==> src/design/fdrp_pkg.sv <==
// fdrp_pkg: shared types and constants for the flooding router with duplicate suppression
// holds the table geometry, field widths, status codes, sequencer states and the table entry
// no dependencies
package fdrp_pkg;

	localparam int TABLE_DEPTH = 64;
	localparam int PORT_COUNT  = 16;

	localparam int ADDR_W = (TABLE_DEPTH > 1) ? $clog2(TABLE_DEPTH) : 1;
	localparam int CNT_W  = $clog2(TABLE_DEPTH + 1);

	localparam int FLOW_W   = 64;
	localparam int TTL_W    = 8;
	localparam int PORT_W   = 4;
	localparam int STATUS_W = 3;

	typedef enum logic [STATUS_W-1:0] {
		ST_NEW     = 3'd0,
		ST_DUP     = 3'd1,
		ST_UNKNOWN = 3'd2,
		ST_LOCAL   = 3'd3,
		ST_RELAYED = 3'd4,
		ST_EXPIRED = 3'd5
	} status_t;

	typedef enum logic [1:0] {
		S_IDLE,
		S_SCAN,
		S_DECIDE
	} seq_state_t;

	localparam logic FUNC_REQUEST  = 1'b0;
	localparam logic FUNC_RESPONSE = 1'b1;

	typedef struct packed {
		logic [FLOW_W-1:0] flow_id;
		logic [PORT_W-1:0] hop_port;
		logic              own;
	} entry_t;

endpackage

==> src/design/fdrp_table.sv <==
// fdrp_table: flow table memory, one write port and one read port with registered read data
// depends on fdrp_pkg for the entry type and address width
module fdrp_table (
	input  logic                        clk,
	input  logic                        wr_en,
	input  logic [fdrp_pkg::ADDR_W-1:0] wr_addr,
	input  fdrp_pkg::entry_t            wr_data,
	input  logic                        rd_en,
	input  logic [fdrp_pkg::ADDR_W-1:0] rd_addr,
	output fdrp_pkg::entry_t            rd_data
);
	import fdrp_pkg::*;

	entry_t mem [TABLE_DEPTH];

	always_ff @(posedge clk) begin
		if (wr_en) begin
			mem[wr_addr] <= wr_data;
		end
	end

	always_ff @(posedge clk) begin
		if (rd_en) begin
			rd_data <= mem[rd_addr];
		end
	end

endmodule

==> src/design/flood_dedup_reverse_path_router.sv <==
// flood_dedup_reverse_path_router: one item per header, one result per item, marked by done
// search: the single comparator walks the filled table entries one per cycle,
// and a match at entry i ends the walk early at that entry
// throughput: one item at a time, busy is high from the accepting edge until done
// reset clears the sequencer, write pointer and fill count; table contents stay undefined
module flood_dedup_reverse_path_router (
	input  logic                          clk,
	input  logic                          arst_n,
	input  logic                          start,
	output logic                          busy,
	input  logic                          func,
	input  logic [fdrp_pkg::FLOW_W-1:0]   flow_id,
	input  logic [fdrp_pkg::TTL_W-1:0]    ttl,
	input  logic                          from_local,
	input  logic [fdrp_pkg::PORT_W-1:0]   sender_port,
	output logic                          done,
	output logic [fdrp_pkg::STATUS_W-1:0] status,
	output logic                          deliver_local,
	output logic                          flood_out,
	output logic                          exclude_valid,
	output logic                          unicast_out,
	output logic [fdrp_pkg::PORT_W-1:0]   out_port,
	output logic [fdrp_pkg::TTL_W-1:0]    out_ttl
);
	import fdrp_pkg::*;

	seq_state_t state_q, state_d;

	// latched item
	logic              func_q;
	logic [FLOW_W-1:0] flow_id_q;
	logic [TTL_W-1:0]  ttl_q;
	logic              local_q;
	logic [PORT_W-1:0] port_q;

	logic [CNT_W-1:0]  idx_q;
	logic [CNT_W-1:0]  fill_q;
	logic [ADDR_W-1:0] wp_q;
	logic              found_q;
	logic [PORT_W-1:0] hit_port_q;
	logic              hit_own_q;
	logic              rd_vld_s1;

	logic   rd_en, wr_en, match, accept;
	entry_t wr_data, rd_data;

	// result registers
	logic              done_q;
	status_t           status_q, status_d;
	logic              dl_q, dl_d, fl_q, fl_d, ex_q, ex_d, uc_q, uc_d;
	logic [PORT_W-1:0] op_q, op_d;
	logic [TTL_W-1:0]  ot_q, ot_d;
	logic [TTL_W-1:0]  dec;

	fdrp_table u_table (
		.clk     (clk),
		.wr_en   (wr_en),
		.wr_addr (wp_q),
		.wr_data (wr_data),
		.rd_en   (rd_en),
		.rd_addr (idx_q[ADDR_W-1:0]),
		.rd_data (rd_data)
	);

	assign accept = start && !busy;
	assign match  = rd_vld_s1 && (rd_data.flow_id == flow_id_q);
	assign dec    = ttl_q - TTL_W'(1);

	assign wr_data.flow_id  = flow_id_q;
	assign wr_data.hop_port = local_q ? '0 : port_q;
	assign wr_data.own      = local_q;

	always_comb begin
		state_d  = state_q;
		rd_en    = 1'b0;
		wr_en    = 1'b0;
		status_d = ST_NEW;
		dl_d     = 1'b0;
		fl_d     = 1'b0;
		ex_d     = 1'b0;
		uc_d     = 1'b0;
		op_d     = '0;
		ot_d     = '0;
		case (state_q)
			S_IDLE: begin
				if (start) begin
					state_d = S_SCAN;
				end
			end
			S_SCAN: begin
				// one compare per cycle against the entry read on the previous cycle
				if (match) begin
					state_d = S_DECIDE;
				end else if (idx_q < fill_q) begin
					rd_en = 1'b1;
				end else begin
					state_d = S_DECIDE;
				end
			end
			S_DECIDE: begin
				state_d = S_IDLE;
				if (func_q == FUNC_REQUEST) begin
					if (found_q) begin
						status_d = ST_DUP;
					end else begin
						wr_en    = 1'b1;
						status_d = ST_NEW;
						dl_d     = 1'b1;
						fl_d     = (dec != '0);
						ex_d     = !local_q;
						op_d     = local_q ? '0 : port_q;
						ot_d     = dec;
					end
				end else if (!found_q) begin
					status_d = ST_UNKNOWN;
				end else if (hit_own_q) begin
					status_d = ST_LOCAL;
					dl_d     = 1'b1;
				end else begin
					op_d = hit_port_q;
					ot_d = dec;
					if (dec != '0) begin
						status_d = ST_RELAYED;
						uc_d     = 1'b1;
					end else begin
						status_d = ST_EXPIRED;
					end
				end
			end
			default: begin
				state_d = S_IDLE;
			end
		endcase
	end

	always_ff @(posedge clk or negedge arst_n) begin
		if (!arst_n) begin
			state_q   <= S_IDLE;
			fill_q    <= '0;
			wp_q      <= '0;
			rd_vld_s1 <= 1'b0;
			done_q    <= 1'b0;
		end else begin
			state_q   <= state_d;
			rd_vld_s1 <= rd_en;
			done_q    <= (state_q == S_DECIDE);
			if (wr_en) begin
				wp_q <= (wp_q == ADDR_W'(TABLE_DEPTH - 1)) ? '0 : wp_q + ADDR_W'(1);
				if (fill_q != CNT_W'(TABLE_DEPTH)) begin
					fill_q <= fill_q + CNT_W'(1);
				end
			end
		end
	end

	always_ff @(posedge clk) begin
		if (accept) begin
			func_q    <= func;
			flow_id_q <= flow_id;
			ttl_q     <= ttl;
			local_q   <= from_local;
			port_q    <= sender_port;
			idx_q     <= '0;
			found_q   <= 1'b0;
		end else if (state_q == S_SCAN) begin
			if (match) begin
				found_q    <= 1'b1;
				hit_port_q <= rd_data.hop_port;
				hit_own_q  <= rd_data.own;
			end else if (rd_en) begin
				idx_q <= idx_q + CNT_W'(1);
			end
		end
		if (state_q == S_DECIDE) begin
			status_q <= status_d;
			dl_q     <= dl_d;
			fl_q     <= fl_d;
			ex_q     <= ex_d;
			uc_q     <= uc_d;
			op_q     <= op_d;
			ot_q     <= ot_d;
		end
	end

	assign busy          = (state_q != S_IDLE);
	assign done          = done_q;
	assign status        = status_q;
	assign deliver_local = dl_q;
	assign flood_out     = fl_q;
	assign exclude_valid = ex_q;
	assign unicast_out   = uc_q;
	assign out_port      = op_q;
	assign out_ttl       = ot_q;

endmodule

==> config.mk <==
export PLATFORM = sky130hd
export DESIGN_NAME = flood_dedup_reverse_path_router
export DESIGN_NICKNAME = d
export VERILOG_FILES = /design/src/design/fdrp_pkg.sv /design/src/design/fdrp_table.sv /design/src/design/flood_dedup_reverse_path_router.sv
export SDC_FILE = /design/constraint.sdc
export NUM_CORES = 2
export LEC_CHECK = 0
export ABC_AREA = 0
export BUFFER_PORTS_ARGS = -buffer_cell sky130_fd_sc_hd__buf_2
export CORE_MARGIN = 3
export CORE_UTILIZATION = 25
export CTS_CLUSTER_DIAMETER = 60
export DETAILED_ROUTE_END_ITERATION = 8
export HOLD_SLACK_MARGIN = 0.03
export PLACE_DENSITY_LB_ADDON = 0.08
export SLEW_MARGIN = 20
export SYNTH_ARGS = -nofsm -noshare
export SYNTH_HDL_FRONTEND = slang
export SYNTH_HIERARCHICAL = 1
export SYNTH_MEMORY_MAX_BITS = 65536
export SYNTH_SLANG_ARGS = --single-unit
==> constraint.sdc <==
create_clock -name clk -period 9.3 [get_ports clk]
set_input_delay 0 -clock clk [delete_from_list [all_inputs] [get_ports clk]]
set_output_delay 0 -clock clk [all_outputs]
set_load 0.05 [all_outputs]
Word-level counts from Yosys, hierarchy flattened
Memory sizes are Yosys's and may differ from the RTL's. A register that Yosys moved wholly into a read port is not among the register bits.
Cells that the tools add are included.
Storage, ports and cells
  register bits after elaboration: 127
  RAM bits: 4416
  input port bits: 81
  output and inout bits: 21
  word-level logic and storage cells: 83
  memories kept: 1
Memory list
  u_table.mem: depth 64, width 69, rd ports 1, clocked after memory_dff 1, wr ports 1, line fdrp_table.sv:14  | entry_t mem [TABLE_DEPTH];
Cells by class
  add/subtract/negate cells: 4
  magnitude comparators: 1
  equal/unequal tests: 7
  mux-type cells: 31
  bitwise logic cells: 4
  reductions and logical operators: 14
Operator list (count)
  equality test 64 bit: 1
  2-to-1 mux 8 bit: 4
  2-to-1 mux 4 bit: 5
  adder 7 x 1 -> 7 bit, second input constant: 2
  2-to-1 mux 1 bit: 14
  2-to-1 mux 3 bit: 3
  nonzero test 8 bit: 1
  subtractor 8 x 1 -> 8 bit, second input constant: 1
  < comparator 7 bit: 1
  != test 7 bit, second input constant: 1
  adder 6 x 1 -> 6 bit, second input constant: 1
  equality test 6 bit, second input constant: 1
  2-to-1 mux 2 bit: 3
  2-to-1 mux 6 bit: 1
  AND reduction 2 bit: 3
  AND reduction 3 bit: 2
  inverter 1 bit: 4
  case mux 2 bit (2 select lines): 1
  != test 3 bit, second input constant: 1
  OR reduction 3 bit: 1
  equality test 2 x 1 -> 1 bit, second input constant: 1
  equality test 2 bit, second input constant: 1
  logical AND 1 bit: 2
  logical NOT 1 bit: 2
  other kinds (4): 4

Depth between registers and ports, before layout
  depth in word-level cells: 6
  depth in mapped cells: 9
  mapped depth without buffers: 8

Cells and area by module
Netlist, hierarchy kept.
Modules (own cells, without submodules)
  fdrp_table: times used 1, cells each 7005, area an instance 168604.2 um2, seq. area each 134679.2 um2
  flood_dedup_reverse_path_router: times used 1, cells each 437, area an instance 5771.8 um2, seq. area each 3648.5 um2

Worst setup path after synthesis
No wires, ideal clock.
  path type: register -> register
  start: register state_q[0]
  end: memory u_table/mem[48][0] in the netlist's numbering, enable pin
  setup time: 0.580 ns
  arrival: 6.919 ns
  required time: 8.720 ns
  slack: 1.801 ns
  cell stages (with the launch flop): 6
  buffers on the path: 1
  period minus slack after synthesis: 7.499 ns
  path through: dfrtp_1 nor2b_1 and2_1 clkbuf_1 nand4b_1 nor3_1
On the way
  longest elaborated chain between the ends: 4
Ends and longest elaborated chain
  from (decl): line flood_dedup_reverse_path_router.sv:27  | seq_state_t state_q, state_d;
  from (signal assigned): line flood_dedup_reverse_path_router.sv:144  | state_q <= state_d;
  equality test 2 bit: line flood_dedup_reverse_path_router.sv:84  | case (state_q)
  2-to-1 mux 1 bit: line flood_dedup_reverse_path_router.sv:84
  via wr_en: line flood_dedup_reverse_path_router.sv:44  | logic rd_en, wr_en, match, accept;
  2-to-1 mux 1 bit: line fdrp_table.sv:17  | if (wr_en) begin
  2-to-1 mux 1 bit (not written as such): line fdrp_table.sv:18  | mem[wr_addr] <= wr_data;
  to (decl): line fdrp_table.sv:14
The timed path passes the listed nets, and every way through them passes these cells.

Worst setup path in the final report
  start: register state_q[1]
  end: memory u_table/mem[2][38] in the netlist's numbering, enable pin
On the way
  longest elaborated chain between the ends: 4
Ends and longest elaborated chain (line)
  equality test 2 bit: flood_dedup_reverse_path_router.sv:84
  2-to-1 mux 1 bit: flood_dedup_reverse_path_router.sv:84
  2-to-1 mux 1 bit: fdrp_table.sv:17
  2-to-1 mux 1 bit (not written as such): fdrp_table.sv:18
Every way passes these cells.

==> results by group <==
Power and ir drop
  • Clk pwr share: 0.377
  • Gate power share: 0.196
  • P_int: a little over 0.04 W
  • Power Dens Cells: 276 nW/um^2
  • Worst vdd ir: between 0.2 and 0.25 mV
  • Sw Pwr: between 0.015 and 0.02 W
  • Leakage power: 62.7 nW
  • Register share of total power: 0.427
  • Switching share of power: 0.285

Synth
  • Mapped Area: 174,000 sq um
  • Yosys top cell area share: 0.790
  • Syn Nets: about 7,500
  • Main combinational cell family by area after synthesis: multiplexers
  • Post-synthesis sequential area ratio: 0.793
  • Post-synthesis compound-gate area fraction: 0.0283
  • Top_reg_cell synth: edfxtp_1
  • Yosys warns: 6
  • Number of synthesized flops with an enable pin: around 4,600
  • Synthesized area per cell: between 20 and 25 sq um
  • Synth top area cells: edfxtp_1 79%, mux4_2 14%, a22oi_1 1.2%
  • Post-synthesis sequential element count: roughly 4,600
  • Most common cell in the netlist: edfxtp_1
  • Post-synthesis simple-gate area fraction: 0.0144
  • Synth cell count leaders: 4,587 x edfxtp_1, 1,104 x mux4_2, 277 x a22oi_1
  • Yosys cell types: between 60 and 70
  • Post-synthesis cell count: between 7,000 and 8,000
  • Synth Area in Adders: 0.000861
  • Post-synthesis mux area share: 0.149
  • Post-Synth XOR/XNOR Area: 0.00271
  • FFs w/ async S/R, synth: 0.00369
  • Leading area contributor after synthesis: edfxtp_1

STA
  • RSZ-0062 raised after global routing: no
  • Setup tns final: 0 ns
  • Worst Tran Pin Value: 1.24 ns
  • Max Freq: 178 MHz
  • Final worst slack: between 3 and 4 ns
  • Slew headroom: 0.173
  • Fin. Hold Viols: 0
  • Clk_skew: ~0.06 ns
  • Final period util: 0.603
  • Fin crit period: approximately 5.6 ns
  • Pins over their slew limit: 0
  • Setup violators final: 0

Setup path
  • Flop2flop setup slack: 3.69 ns
  • Critical Path Fanout Max: 21
  • Worst setup EP type: flop
  • Arr. time, crit path: 6.28 ns
  • Reg2reg path depth: 7
  • CP Data Required Time: roughly 10 ns
  • Critical path class: reg -> reg
  • Startpoint Class: flop

Routing
  • ANT nets after route: 0
  • Drt drc: 0
  • Iter 0 DRT Violations: between 9,000 and 10,000
  • DR WL/cell: around 37 um
  • Drt via density: 4.82
  • DRT Pass-1 Iters: 5
  • Via Count: 86,613
  • Final Routed Wirelength: about 670 mm

Die
  • Die Ht: roughly 840 um
  • Total core area: 695,000 sq um
  • Starting Density: 0.251
  • Io pins: approximately 100
  • Site Rows: approximately 310
  • Die width: 841 um
  • Total Die Area: ~700,000 sq um

Clock network
  • H-tree depth: 6
  • Setup Buffers After CTS: 0
  • Clock latency on the worst-skew pair: 1.09 ns
  • Clock Sinks: 4,612
  • Cts repair resizes: 0
  • Total CTS buffers: roughly 570
  • Post-cts hold buffer count: approximately 160
  • CTS tree: done
  • Clk root buf: clkbuf_16
  • Clock slew at reported path FFs: ~0.060 ns
  • Clock buffer depth: 4

Placed design
  • GPL Wtd Cong: roughly 0.74
  • Dpl hpwl: between 300 and 400 mm
  • Number of port buffers: 101
  • Placement Setup Slack: between 3 and 4 ns
  • Placed Area: 189,000 sq um

GRT
  • Largest net degree at the start of global routing: roughly 100
  • GR Overflow Total: 0
  • Vias in the first global route: 90,317
  • Gr usage total: 0.185
  • Number of antenna violations at the first check in global routing: between 60 and 70
  • First-pass GRT wire length: 881 mm

Outcome
  • Status: finished, final reports clean

Min path
  • Min-Delay Path Class: in -> reg
  • Hold-critical path depth: 3

Final layout
  • Area of the multi-input gates: between 30,000 and 40,000 sq um
  • Register area: 138,000 sq um
  • Finished Cell Area: around 210,000 sq um
  • Nets: between 8,000 and 9,000
  • Ratio of cells with drive above 1 in the final layout: 0.284
  • Filler instances: between 60,000 and 70,000
  • Layout area overhead: 19.5%

Flow run
  • Max-cap violation count: 0
==> cells in the final DEF (no fill, tap or decap), types with 23 or more instances in the layout <==
master | synthesis | final
a211oi_1 | 69 | 69
a22oi_1 | 277 | 277
buf_12 | 0 | 41
buf_2 | 191 | 101
buf_4 | 42 | 334
bufinv_16 | 0 | 40
clkbuf_1 | 144 | 121
clkbuf_16 | 0 | 580
clkinv_1 | 0 | 123
clkinv_2 | 0 | 61
dlygate4sd3_1 | 0 | 161
edfxtp_1 | 4587 | 4587
inv_1 | 25 | 24
inv_6 | 0 | 23
mux2i_1 | 107 | 107
mux4_2 | 1104 | 1104
nand2b_1 | 39 | 33
nand3_1 | 128 | 127
nand3b_1 | 27 | 27
nor2_1 | 138 | 74
nor2_4 | 1 | 65
o211a_1 | 69 | 69
o221ai_1 | 51 | 51
o22ai_1 | 142 | 142
xor2_1 | 40 | 39
==> metrics by stage <==
stage                     cells   util  total power, W  hold slack, ns
after floorplan            7442      -          0.0319          -0.296
after global placement    16754  0.271          0.0366           0.173
after detailed placement  16757  0.271          0.0366           0.176
after CTS                 17938  0.300          0.0586          0.0540
after global routing      17940  0.300          0.0598           0.111
final                     17951  0.300          0.0575           0.177
==> per-layer routing <==
layer	up-vias	part of all wire	global-route usage
li1	33945	-	-
met1	49545	0.45	0.257
met2	2427	0.49	0.314
met3	694	0.041	0.0212
met4	2	0.021	0.0369
met5	-	0.000019	0
==> path summary, 6_finish.rpt <==
check                                endpoint               start
min in group asynchronous           fill_q[2]              arst_n
max in group asynchronous           rd_vld_s1              arst_n
hold / removal                       ttl_q[4]              ttl[4]
setup / recovery           u_table/mem[2][38]          state_q[1]
hold reg to reg                 hit_port_q[0]  u_table/rd_data[1]
setup reg to reg           u_table/mem[2][38]          state_q[1]
==> flip-flops by register name (all words and copies together), names as in the netlist, 2 cells and up <==
signal	count
u_table/mem	4416
u_table/rd_data	69
state_q	2
flow_id_q	64
ttl_q	8
idx_q	7
status	3
fill_q	7
port_q	4
out_ttl	8
out_port	4
hit_port_q	4
wp_q	6
==> logic make-up after synthesis <==
logic type      after synthesis
compound gates              650
xor+xnor                     54
fa+ha+maj                    12
buf+inv                     427
flops                      4612
mux                        1213
simple gates                474
==> power groups by stage <==
stage / registers (W) / clock network [W] / logic (W)
CTS: 0.0246 / 0.0223 / 0.0117
global route: 0.0246 / 0.0232 / 0.0120
finish: 0.0245 / 0.0217 / 0.0113
global placement: 0.0250 / 0 / 0.0116
detailed placement: 0.0250 / 0 / 0.0116
floorplan: 0.0252 / 0 / 0.00673
==> cell type report <==
cell class                      count  area share
Tap cell                         9240      0.0555
Clock buffer                      702      0.0719
Antenna cell                       13    0.000156
Timing Repair Buffer              639      0.0263
Multi-Input combinational cell   2403       0.166
Inverter                           25    0.000486
Sequential cell                  4612       0.664
Clock inverter                    317      0.0152
==> critical path, cell delays in order (launching register included) <==
cell and delay (ns):
dfrtp_1 0.41, nor2b_2 0.85, and2_1 0.90, nor2b_1 0.35, nand2_1 0.46, nor2_4 0.76
buf_4 0.68, buf_4 0.60
Note: power is estimated with default switching activity, not from simulation.
